<file path="src/hdl/rtp_pkg.sv">
package rtp_pkg;

  // Default widths of the levels and of the time base.
  localparam int RTP_FRAC_BITS = 24;
  localparam int RTP_TIME_BITS = 32;

  // Fixed port widths.
  localparam int RTP_NOW_W      = 32;
  localparam int RTP_MS_W       = 31;
  localparam int RTP_CFG_IDX_W  = 3;
  localparam int RTP_CFG_DATA_W = 32;

  // The 0.20 threshold is 13421773 / 2^26, compared without rounding.
  localparam logic [23:0] RTP_TH_NUM   = 24'd13421773;
  localparam int          RTP_TH_SHIFT = 26;

  // Mode codes as they appear on the result word.
  typedef enum logic [2:0] {
    ST_OFF    = 3'd0,
    ST_IDLE   = 3'd1,
    ST_SPOOL  = 3'd2,
    ST_ACTIVE = 3'd3,
    ST_LOST   = 3'd4,
    ST_AUTO   = 3'd5,
    ST_BAIL   = 3'd6,
    ST_RECOV  = 3'd7
  } rtp_state_e;

  // Configuration register indexes.
  typedef enum logic [RTP_CFG_IDX_W-1:0] {
    CFG_SPOOLUP_STEP  = 3'd0,
    CFG_BAILOUT_STEP  = 3'd1,
    CFG_RECOVERY_STEP = 3'd2,
    CFG_AUTO_ENABLE   = 3'd3,
    CFG_AUTO_MIN_MS   = 3'd4,
    CFG_AUTO_TO_MS    = 3'd5,
    CFG_LOST_TO_MS    = 3'd6
  } rtp_cfg_idx_e;

  // Timing related configuration handed to the transition logic.
  typedef struct packed {
    logic                auto_en;
    logic [RTP_MS_W-1:0] auto_min_ms;
    logic [RTP_MS_W-1:0] auto_to_ms;
    logic [RTP_MS_W-1:0] lost_to_ms;
  } rtp_timer_cfg_t;

endpackage

</file>
<file path="src/hdl/rtp_core.sv">
// Transition and output logic for one control step.
module rtp_core import rtp_pkg::*; #(
  parameter int FRAC_BITS = RTP_FRAC_BITS,
  parameter int TIME_BITS = RTP_TIME_BITS
) (
  input  rtp_state_e           state_i,
  input  logic [FRAC_BITS:0]   last_i,
  input  logic [TIME_BITS-1:0] entry_i,
  input  logic                 armed_i,
  input  logic                 stick_low_i,
  input  logic [FRAC_BITS:0]   throttle_i,
  input  logic [TIME_BITS-1:0] now_i,
  input  logic [FRAC_BITS:0]   spoolup_step_i,
  input  logic [FRAC_BITS:0]   bailout_step_i,
  input  logic [FRAC_BITS:0]   recovery_step_i,
  input  rtp_timer_cfg_t       tcfg_i,
  output rtp_state_e           next_o,
  output logic [FRAC_BITS:0]   motor_o,
  output logic                 entry_upd_o
);

  localparam int SH_W = FRAC_BITS + 1 + RTP_TH_SHIFT;
  localparam logic [SH_W-1:0] TH_SH = SH_W'(RTP_TH_NUM) << FRAC_BITS;

  logic [SH_W-1:0]      thr_sh;
  logic                 above_th;
  logic                 below_th;
  logic [FRAC_BITS:0]   step;
  logic [FRAC_BITS+1:0] sum;
  logic [FRAC_BITS:0]   rise;
  logic [TIME_BITS-1:0] delta;
  logic [31:0]          delta_pos;
  logic                 auto_min_over;
  logic                 auto_to_over;
  logic                 lost_to_over;

  // Exact compare against the 0.20 threshold.
  assign thr_sh   = {throttle_i, {RTP_TH_SHIFT{1'b0}}};
  assign above_th = thr_sh > TH_SH;
  assign below_th = thr_sh < TH_SH;

  // Rise limit: pick the step of the current state, then one add and a min.
  always_comb begin
    case (state_i)
      ST_AUTO, ST_BAIL: step = bailout_step_i;
      ST_RECOV:         step = recovery_step_i;
      default:          step = spoolup_step_i;
    endcase
  end

  assign sum = {1'b0, last_i} + {1'b0, step};

  always_comb begin
    if (throttle_i > last_i) begin
      rise = (sum < {1'b0, throttle_i}) ? sum[FRAC_BITS:0] : throttle_i;
    end else begin
      rise = throttle_i;
    end
  end

  // Elapsed time since state entry; a negative difference never times out.
  assign delta     = now_i - entry_i;
  assign delta_pos = 32'(delta[TIME_BITS-2:0]);
  assign auto_min_over = !delta[TIME_BITS-1] && (delta_pos > 32'(tcfg_i.auto_min_ms));
  assign auto_to_over  = !delta[TIME_BITS-1] && (delta_pos > 32'(tcfg_i.auto_to_ms));
  assign lost_to_over  = !delta[TIME_BITS-1] && (delta_pos > 32'(tcfg_i.lost_to_ms));

  // Next mode and motor level.
  always_comb begin
    next_o  = state_i;
    motor_o = '0;
    if (!armed_i) begin
      next_o = ST_OFF;
    end else begin
      case (state_i)
        ST_OFF: begin
          if (!stick_low_i) next_o = ST_IDLE;
        end
        ST_IDLE: begin
          motor_o = rise;
          if (stick_low_i) next_o = ST_OFF;
          else if (above_th) next_o = ST_SPOOL;
        end
        ST_SPOOL: begin
          motor_o = rise;
          if (stick_low_i) next_o = ST_OFF;
          else if (below_th) next_o = ST_IDLE;
          else if (rise >= throttle_i) next_o = ST_ACTIVE;
        end
        ST_ACTIVE: begin
          motor_o = throttle_i;
          if (stick_low_i) next_o = ST_LOST;
          else if (below_th) begin
            if (tcfg_i.auto_en && auto_min_over) next_o = ST_AUTO;
            else next_o = ST_IDLE;
          end
        end
        ST_LOST: begin
          if (!stick_low_i) next_o = ST_RECOV;
          else if (lost_to_over) next_o = ST_OFF;
        end
        ST_AUTO: begin
          motor_o = rise;
          if (stick_low_i) next_o = ST_LOST;
          else if (above_th) next_o = ST_BAIL;
          else if (auto_to_over) next_o = ST_IDLE;
        end
        ST_BAIL: begin
          motor_o = rise;
          if (stick_low_i) next_o = ST_LOST;
          else if (below_th) next_o = ST_AUTO;
          else if (rise >= throttle_i) next_o = ST_ACTIVE;
        end
        default: begin
          motor_o = rise;
          if (stick_low_i) next_o = ST_LOST;
          else if (below_th) next_o = ST_IDLE;
          else if (rise >= throttle_i) next_o = ST_ACTIVE;
        end
      endcase
    end
  end

  // Disarm and every mode change restart the entry time.
  assign entry_upd_o = !armed_i || (next_o != state_i);

endmodule

</file>
<file path="config.mk">
export PLATFORM = sky130hd
export DESIGN_NAME = rtp_core
export DESIGN_NICKNAME = d
export VERILOG_FILES = /design/src/hdl/rtp_pkg.sv /design/src/hdl/rtp_core.sv
export SDC_FILE = /design/constraint.sdc
export NUM_CORES = 1
export LEC_CHECK = 0
export ABC_AREA = 1
export BUFFER_PORTS_ARGS = -buffer_cell sky130_fd_sc_hd__buf_4
export CAP_MARGIN = 20
export CORE_UTILIZATION = 47
export DETAILED_ROUTE_END_ITERATION = 10
export PLACE_DENSITY = 0.74
export SLEW_MARGIN = 15
export SYNTH_ARGS = -nofsm -noshare
export SYNTH_HDL_FRONTEND = slang
export SYNTH_SLANG_ARGS = --single-unit
</file>
<file path="constraint.sdc">
create_clock -name vclk -period 16.1
set_clock_uncertainty 0.1 [all_clocks]
set_input_delay 2.415 -clock vclk [all_inputs]
set_output_delay 2.415 -clock vclk [all_outputs]
set_load 0.05 [all_outputs]
</file>
* After elaboration in Yosys (flattened, before gate mapping)
Cells that the tools add are included.
** Operators by class
- Add/subtract/negate cells :: 2
- Magnitude comparators :: 8
- Muxes and demuxes :: 24
- Equality and inequality tests :: 8
- Reduce and logical (&&, ||, !) cells :: 10
** Operator list (number)
- $pmux 25 s2 :: 2
- $gt 31x31->1 :: 3
- $mux 25 :: 3
- $mux 3 :: 18
- $gt 51x48->1 const B :: 1
- $lt 51x48->1 const B :: 1
- $sub 32x32->32 :: 1
- $add 25x25->26 :: 1
- $lt 26x25->1 :: 1
- $ge 25x25->1 :: 1
- $gt 25x25->1 :: 1
- $pmux 3 s7 :: 1
- $eq 3x3->1 const B :: 4
- $eq 3x2->1 const B :: 2
- $logic_and 1x1->1 :: 4
- $reduce_or 2->1 :: 2
- $eq 3x1->1 const B :: 1
- $logic_not 3->1 :: 1
- $ne 3x3->1 :: 1
- $logic_not 1->1 :: 2
- $logic_or 1x1->1 :: 1
** Word-level totals
- Register bits :: 0
- Logic and storage cells :: 52
- Output and inout bits :: 29

* Depth between registers and ports, before layout
Gate-level depths: netlist of run 1.
- Depth after elaboration :: 15
- Gate-level depth with buffers :: 49
- Depth with buffers taken out :: 46

* Worst setup path after synthesis of run 1
OpenSTA, ideal clock, no wires.
- Kind :: input port to output port
- From :: input port state_i[2]
- To :: output port entry_upd_o
- Arrival :: 7.661 ns
- Setup slack :: 5.924 ns
- Required time :: 13.585 ns
- Cell stages on the path :: 40
- Path through :: clkinv_1 nor3_1 or2_2 clkbuf_1 buf_2 a22oi_1 nand2_1 ha_1 inv_1 fa_1 nand3b_1 nand2_1 a21boi_2 o21ai_1 a21oi_1 xnor2_1 ha_1 nand2_1 [... 4 more ...] nand2_1 nand2_1 nand2_1 nand2_4 buf_2 nand3_1 nand2_1 ha_1 a21o_1 nor2_1 nand2_1 a21oi_1 nand3_1 o21ai_0 nand3_1 a21oi_1 nor2_1 nand2_1
** On the way
- Cells in the longest elaborated chain, start to end :: 15
- Elaborated cells on any way between the ends :: 35
- Classes of those cells :: add/sub (1); order compare (2); eq/ne (8); mux (21); reduce/logical (3)
** Ends and longest elaborated chain
- start: declaration :: line rtp_core.sv:6 : input rtp_state_e state_i,
- $eq 3x3->1 :: line rtp_core.sv:44, rtp_core.sv:75
- $reduce_or 2->1 :: line rtp_core.sv:44 : case (state_i)
- $pmux 25 s2 :: line rtp_core.sv:44
- $add 25x25->26 :: line rtp_core.sv:51 : assign sum = {1'b0, last_i} + {1'b0, step};
- $lt 26x25->1 :: line rtp_core.sv:55 : rise = (sum < {1'b0, throttle_i}) ? sum[FRAC_BITS:0] : throttle_i;
- $mux 25 :: line rtp_core.sv:55
- $mux 25 :: line rtp_core.sv:54 : if (throttle_i > last_i) begin
- $ge 25x25->1 :: line rtp_core.sv:88, rtp_core.sv:112, rtp_core.sv:118
- $mux 3 :: line rtp_core.sv:88, rtp_core.sv:112, rtp_core.sv:118
- $mux 3 (on tied branches) :: line rtp_core.sv:117, rtp_core.sv:111
- $mux 3 (on tied branches) :: line rtp_core.sv:116, rtp_core.sv:86, rtp_core.sv:110
- $pmux 3 s7 :: line rtp_core.sv:75 : case (state_i)
- $mux 3 :: line rtp_core.sv:72 : if (!armed_i) begin
- $ne 3x3->1 (*) :: line rtp_core.sv:125 : assign entry_upd_o = !armed_i || (next_o != state_i);
- $logic_or 1x1->1 (*) :: line rtp_core.sv:125
- end: declaration :: line rtp_core.sv:19 : output logic entry_upd_o
Mark *: on every way between the ends. The rest lies on a longest branch, timed or not.

* Final worst setup path of run 1
Same ends and word-level chain as after synthesis.

==> results of run 1 <==
## stage by stage
step	std cells	utilization	power [W]
2_1_floorplan	1644	-	0.000430
3_3_place_gp	2209	0.617	0.000600
4_1_cts	2209	0.617	0.000615
6_report	2209	0.617	0.000617
5_1_grt	2209	0.617	0.000697
3_5_place_dp	2209	0.617	0.000612
## cell type report
class / instances / area (um^2)
fillers: 2067 / 7530
multi-input cells: 1288 / 8120
repair buffers: 321 / 2410
inverters: 335 / 1260
well taps: 265 / 332
## per-layer routing
| layer | track usage | vias up | routed length (um) |
|---|---|---|---|
| met3 | 0.0142 | 61 | 1660 |
| met2 | 0.590 | 387 | 16000 |
| met1 | 0.347 | 5043 | 13500 |
| met5 | 0 | - | 0 |
| met4 | 0.110 | 0 | 1300 |
| li1 | - | 5947 | - |
## cells in the mapped netlist, drive strengths merged, types with 3 or more instances
master,number
a21boi,5
or2,3
a21o,10
clkbuf,11
o211ai,4
nand4,22
nand2,445
o21bai,6
nand3b,4
xor2,34
nand3,101
buf,10
nor3,19
a22oi,25
clkinv,3
a21oi,159
o21a,5
xnor2,17
nor4,5
o21ai,69
inv,332
and2,3
a211oi,3
ha,223
nor2,117
## power by group through the flow
stage / sequential [W] / clock [W] / combinational (W)
finish: 0 / 0 / 0.000617
global route: 0 / 0 / 0.000697
CTS: 0 / 0 / 0.000615
detailed placement: 0 / 0 / 0.000612
global placement: 0 / 0 / 0.000600
floorplan: 0 / 0 / 0.000430
## path summary, 6_finish.rpt
| check | from | to | slack [ps] | depth (start not counted) |
|---|---|---|---|---|
| max | state_i[2] | entry_upd_o | 4330 | 42 |
| min | armed_i | entry_upd_o | 5170 | 5 |
## kinds of logic (layout without fill, tap and decap cells)
group	after synthesis	after routing	share of synthesized area
compound gates	290	290	0.171
simple gates	722	722	0.339
buf+inv	356	656	0.146
fa+ha+maj	225	225	0.298
xor+xnor	51	51	0.0470
## critical path: cells and delay by family
family | cells | cell delay (ps)
AOI/OAI and AO/OA | 9 | 1370
xor gates and xnor gates | 1 | 190
adders and majority gates | 4 | 1150
buffers and inverters | 5 | 690
and+or+nand+nor | 23 | 3410
==> impl_metrics.yaml, run 1 <==
status:
  outcome: "finished clean"
routing:
  wl_per_cell_um: 14.7
  drc_errors: 0
  routed_via_density: 5.18
  drtIter0Drc: 563
  first_pass_iters: 5
  vias: 11400
  ant_nets: 0
  wl_mm: 32.5
worst_setup_path:
  critical_path_required_ps: 13590
  cp-end-kind: "output port"
  worstSetupStartpointType: "input port"
  crit_fanout: 26
  cpMostUsedCell: "nand2_1"
  cp.arrival_ps: 9260
  crit_path_top_delay_cell: "or2_2"
  max_stage_delay_ps: 490
  path_class: "input port to output port"
grt:
  grt_pass1_vias: 10800
  grt_pass1_wl_mm: 50.4
  antenna_found_initial: 0
  grt.overflow.total: 0
  grt_max_degree: 47
  track_usage: 0.304
final_layout:
  drive_gt1_frac: 0.190
  n_antenna_cell: 0
  clkbuf_count: 0
  syn_to_final_growth_pct: 27.5
  final_cell_mix: "nand2_1, inv_1, buf_4"
  final_area_um2: 12100
  seq_cell_count: 0
  fin_nets: 2459
  mostFrequentLayoutCell: "nand2_1"
  seq_area_um2: 0
timing:
  setup_ws_ps: 4330
  setup_viol: 0
  drv_slew: 0
  fmax_mhz: 84.9
  rsz0062_at_grt: "no"
  period_needed_ps: 11770
  period_share: 0.731
  hold_ws_ps: 5170
  tns_ps: 0
  max_slew_margin: 0.345
  worst_slew_pin_slew_ps: 981
  finalHoldViolations: 0
pwr:
  cellInternalPower_w: 0.000242
  power_density_nw_per_um2: 50.9
  p_comb_frac: 1.000
  sw_frac_of_total: 0.608
  p_seq_frac: 0
  clock_power_share: 0
  power_switching_w: 0.000375
  ir_drop_mv: 0.0198
  p_leak_nw: 7.43
placed_design:
  dpl_cell_area_um2: 12100
  portBuffers: 317
  pre_cts_slack_ps: 4360
  place_congestion: 0.948
  hpwlAfterDp_mm: 29.3
synthesis:
  synth_top_cell_area_share: 0.294
  synth_top_cells_by_area: "ha_1, nand2_1, inv_1, a21oi_1, nand3_1"
  postSynthCellCount: 1644
  yosys.cell_types.count: 49
  ys_seq_area_frac: 0
  yosysTopAreaCell: "ha_1"
  netlist_area_um2: 9500
  synth_fp_nets: 2157
  yosysWarnings: 0
  synth_area_per_cell_um2: 5.78
cts:
  cts_resized: 0
  post_cts_buffers: 0
  ctsHoldBuffers: 0
floorplan:
  initial_utilization: 0.483
  core_um2: 19700
  die-height_um: 144
  die_area_um2: 20800
  ioPinCount: 317
  row_count: 51
  die_x_um: 144
min_path:
  min_path_type: "input port to output port"
flow_run:
  cap_violations: 0
Note: power is estimated with default switching activity, not from simulation.
==> run 2: changes to the inputs <==
clock period = 11.15 ns   (was 16.1 ns; I/O delays follow)
==> impl_metrics.yaml, run 2 (synthesis gave the netlist of run 1 again) <==
status:
  outcome: "finished clean"
routing:
  drtIter0Drc: 581
  ant_nets: 0
  drc_errors: 0
  first_pass_iters: 6
  vias: 11400
  wl_mm: 32.0
  wl_per_cell_um: 14.5
  routed_via_density: 5.14
pwr:
  cellInternalPower_w: 0.000350
  sw_frac_of_total: 0.607
  power_switching_w: 0.000539
  p_comb_frac: 1.000
  clock_power_share: 0
  ir_drop_mv: 0.0322
  p_seq_frac: 0
  power_density_nw_per_um2: 73.3
  p_leak_nw: 7.43
placed_design:
  hpwlAfterDp_mm: 29.0
  dpl_cell_area_um2: 12100
  portBuffers: 317
  place_congestion: 0.957
min_path:
  min_path_type: "input port to output port"
worst_setup_path:
  critical_path_required_ps: 9380
  cpMostUsedCell: "nand2_1"
  cp-end-kind: "output port"
  max_stage_delay_ps: 480
  path_class: "input port to output port"
  crit_fanout: 26
  crit_path_top_delay_cell: "or2_2"
  cp.arrival_ps: 8580
  worstSetupStartpointType: "input port"
final_layout:
  seq_cell_count: 0
  n_antenna_cell: 0
  multi_input_area_um2: 8120
  fill_cells: 1989
  drive_gt1_frac: 0.190
  final_cell_mix: "nand2_1, inv_1, buf_4"
  clkbuf_count: 0
  final_area_um2: 12100
  mostFrequentLayoutCell: "nand2_1"
  final_core_util: 0.617
  syn_to_final_growth_pct: 27.6
  fin_nets: 2460
  seq_area_um2: 0
cts:
  ctsHoldBuffers: 0
  cts_resized: 0
  post_cts_buffers: 0
floorplan:
  die_x_um: 144
  initial_utilization: 0.483
  row_count: 51
  ioPinCount: 317
  die_area_um2: 20800
  core_um2: 19700
  die-height_um: 144
grt:
  track_usage: 0.300
  grt_pass1_wl_mm: 49.8
  grt_max_degree: 28
  antenna_found_initial: 0
  grt.overflow.total: 0
  grt_pass1_vias: 10700
timing:
  tns_ps: 0
  max_slew_margin: 0.384
  finalHoldViolations: 0
  drv_slew: 0
  fmax_mhz: 96.6
  hold_ws_ps: 3680
  rsz0062_at_grt: "no"
  period_share: 0.928
  worst_slew_pin_slew_ps: 922
  period_needed_ps: 10350
  setup_viol: 0
flow_run:
  cap_violations: 0
run 2: cell type report:
type	count	share of cell area
Inverter	335	0.104
Tap cell	265	0.0273
Timing Repair Buffer	322	0.199
Multi-Input combinational cell	1288	0.669
run 2: worst max-delay path: cells and delay by family:
family | cells | cell delay (ps)
buf+inv | 5 | 700
compound gates | 7 | 1230
simple gates | 23 | 3810
fa+ha+maj | 4 | 1100
run 2: worst paths after layout:
check                 startpoint          end  cells past startpoint
worst min-delay path     armed_i  entry_upd_o                      5
worst max-delay path  state_i[2]  entry_upd_o                     39
run 2: stage by stage:
| stage | total power, W | setup slack, ps | instances |
|---|---|---|---|
| after floorplan | 0.000621 | 2460 | 1644 |
| after global placement | 0.000866 | 982 | 2210 |
| after detailed placement | 0.000882 | 937 | 2210 |
| after CTS | 0.000886 | 898 | 2210 |
| after global routing | 0.00100 | 163 | 2210 |
| final | 0.000889 | 800 | 2210 |
run 2: metal layers:
metal	routed length, um	GRT usage	up-vias
met1	13400	0.346	4971
met3	1660	0.0132	58
li1	-	-	5946
met5	0	0	-
met4	1120	0.0936	0
met2	15800	0.587	390
run 2: power by group through the flow:
stage / clock (W) / sequential, W / combinational [W]
4_1_cts: 0 / 0 / 0.000886
2_1_floorplan: 0 / 0 / 0.000621
6_report: 0 / 0 / 0.000889
3_5_place_dp: 0 / 0 / 0.000882
5_1_grt: 0 / 0 / 0.00100
3_3_place_gp: 0 / 0 / 0.000866
==> run 3: changes to the inputs <==
PLACE_DENSITY = 0.77   (was 0.74)
clock period = 8.9 ns   (was 11.15 ns; I/O delays follow)
==> impl_metrics.yaml, run 3 (synthesis gave the netlist of run 1 again) <==
final_layout:
  final_area_um2: 12700
  mostFrequentLayoutCell: "nand2_1"
  clkbuf_count: 0
  final_cell_mix: "nand2_1, buf_4, inv_1"
  fin_nets: 2492
  drive_gt1_frac: 0.226
  seq_cell_count: 0
  syn_to_final_growth_pct: 33.9
  n_antenna_cell: 0
  seq_area_um2: 0
grt:
  track_usage: 0.301
  grt_pass1_vias: 10900
  grt_max_degree: 47
  grt.overflow.total: 0
  antenna_found_initial: 0
  grt_pass1_wl_mm: 49.9
floorplan:
  initial_utilization: 0.483
  core_um2: 19700
  die-height_um: 144
  row_count: 51
  ioPinCount: 317
  die_area_um2: 20800
  die_x_um: 144
timing:
  drv_slew: 0
  setup_viol: 0
  max_slew_margin: 0.374
  setup_ws_ps: 381
  finalHoldViolations: 0
  worst_slew_pin_slew_ps: 937
  period_needed_ps: 8520
  hold_ws_ps: 2990
  period_share: 0.957
  fmax_mhz: 117
worst_setup_path:
  path_class: "input port to output port"
  crit_fanout: 23
  worstSetupStartpointType: "input port"
  crit_path_top_delay_cell: "ha_1"
  cp.arrival_ps: 7080
  max_stage_delay_ps: 340
  critical_path_required_ps: 7470
  cpMostUsedCell: "nand2_1"
  cp-end-kind: "output port"
placed_design:
  pre_cts_slack_ps: -88.0
  place_congestion: 0.997
  portBuffers: 317
  hpwlAfterDp_mm: 29.0
  dpl_cell_area_um2: 12300
routing:
  vias: 11600
  wl_mm: 32.8
  drc_errors: 0
  routed_via_density: 5.20
  wl_per_cell_um: 14.6
  ant_nets: 0
  drtIter0Drc: 419
  first_pass_iters: 5
pwr:
  finalPower_w: 0.00120
  cellInternalPower_w: 0.000493
  clock_power_share: 0
  ir_drop_mv: 0.0431
  p_seq_frac: 0
  power_switching_w: 0.000709
  sw_frac_of_total: 0.590
  power_density_nw_per_um2: 94.5
  p_comb_frac: 1.000
  p_leak_nw: 7.65
min_path:
  min_path_type: "input port to output port"
cts:
  ctsHoldBuffers: 0
flow_run:
  cap_violations: 0
status:
  outcome: "finished clean"
-- run 3: cell types whose count changed in the layout (fill, tap and decap cells not counted), sizes merged --
cell / before / now
buf: 322 / 353
clkinv: 3 / 1
clkbuf: 0 / 1
clkinvlp: 0 / 1
inv: 332 / 333
-- run 3: worst max-delay path: cells and delay by family --
kind	cells	cell delay, ps
AND/OR/NAND/NOR	26	2650
XOR/XNOR	1	190
buffers and inverters	7	1090
adder cells (fa/ha/maj)	3	970
AO/OA/AOI/OAI	7	840
-- run 3: layout make-up --
type | count | area (um^2)
multi-input combinational | 1288 | 8380
tap | 265 | 332
timing repair buffer | 354 | 2750
fill | 1922 | 6930
inverter | 335 | 1260
-- run 3: what timing repair did --
action	in CTS	in global routing
cloned	0	1
endpoints found under the setup margin	2	3
gates resized for setup	2	62
buffers inserted	0	17
pin swaps	0	16
-- run 3: final timing paths --
path,startpoint,end,slack [ps],depth (start not counted)
max,state_i[2],entry_upd_o,380,44
min,armed_i,entry_upd_o,2990,5
-- run 3: power groups by stage --
| stage | clock network (W) | registers, W | logic, W |
|---|---|---|---|
| after floorplan | 0 | 0 | 0.000777 |
| after global placement | 0 | 0 | 0.00110 |
| after detailed placement | 0 | 0 | 0.00113 |
| after CTS | 0 | 0 | 0.00113 |
| after global routing | 0 | 0 | 0.00135 |
| final | 0 | 0 | 0.00120 |
-- run 3: through the flow --
stage	util	cells	TNS, ps
after floorplan	-	1644	0
after global placement	0.625	2224	-28.3
after detailed placement	0.625	2224	-104
after CTS	0.625	2224	0
after global routing	0.647	2242	-39.2
final	0.647	2242	0
-- run 3: layer usage --
layer | GRT usage | vias up | routed length [um]
met1 | 0.350 | 5091 | 13600
met3 | 0.0132 | 94 | 1760
met4 | 0.147 | 0 | 1790
li1 | - | 6011 | -
met2 | 0.560 | 452 | 15700
met5 | 0 | - | 0
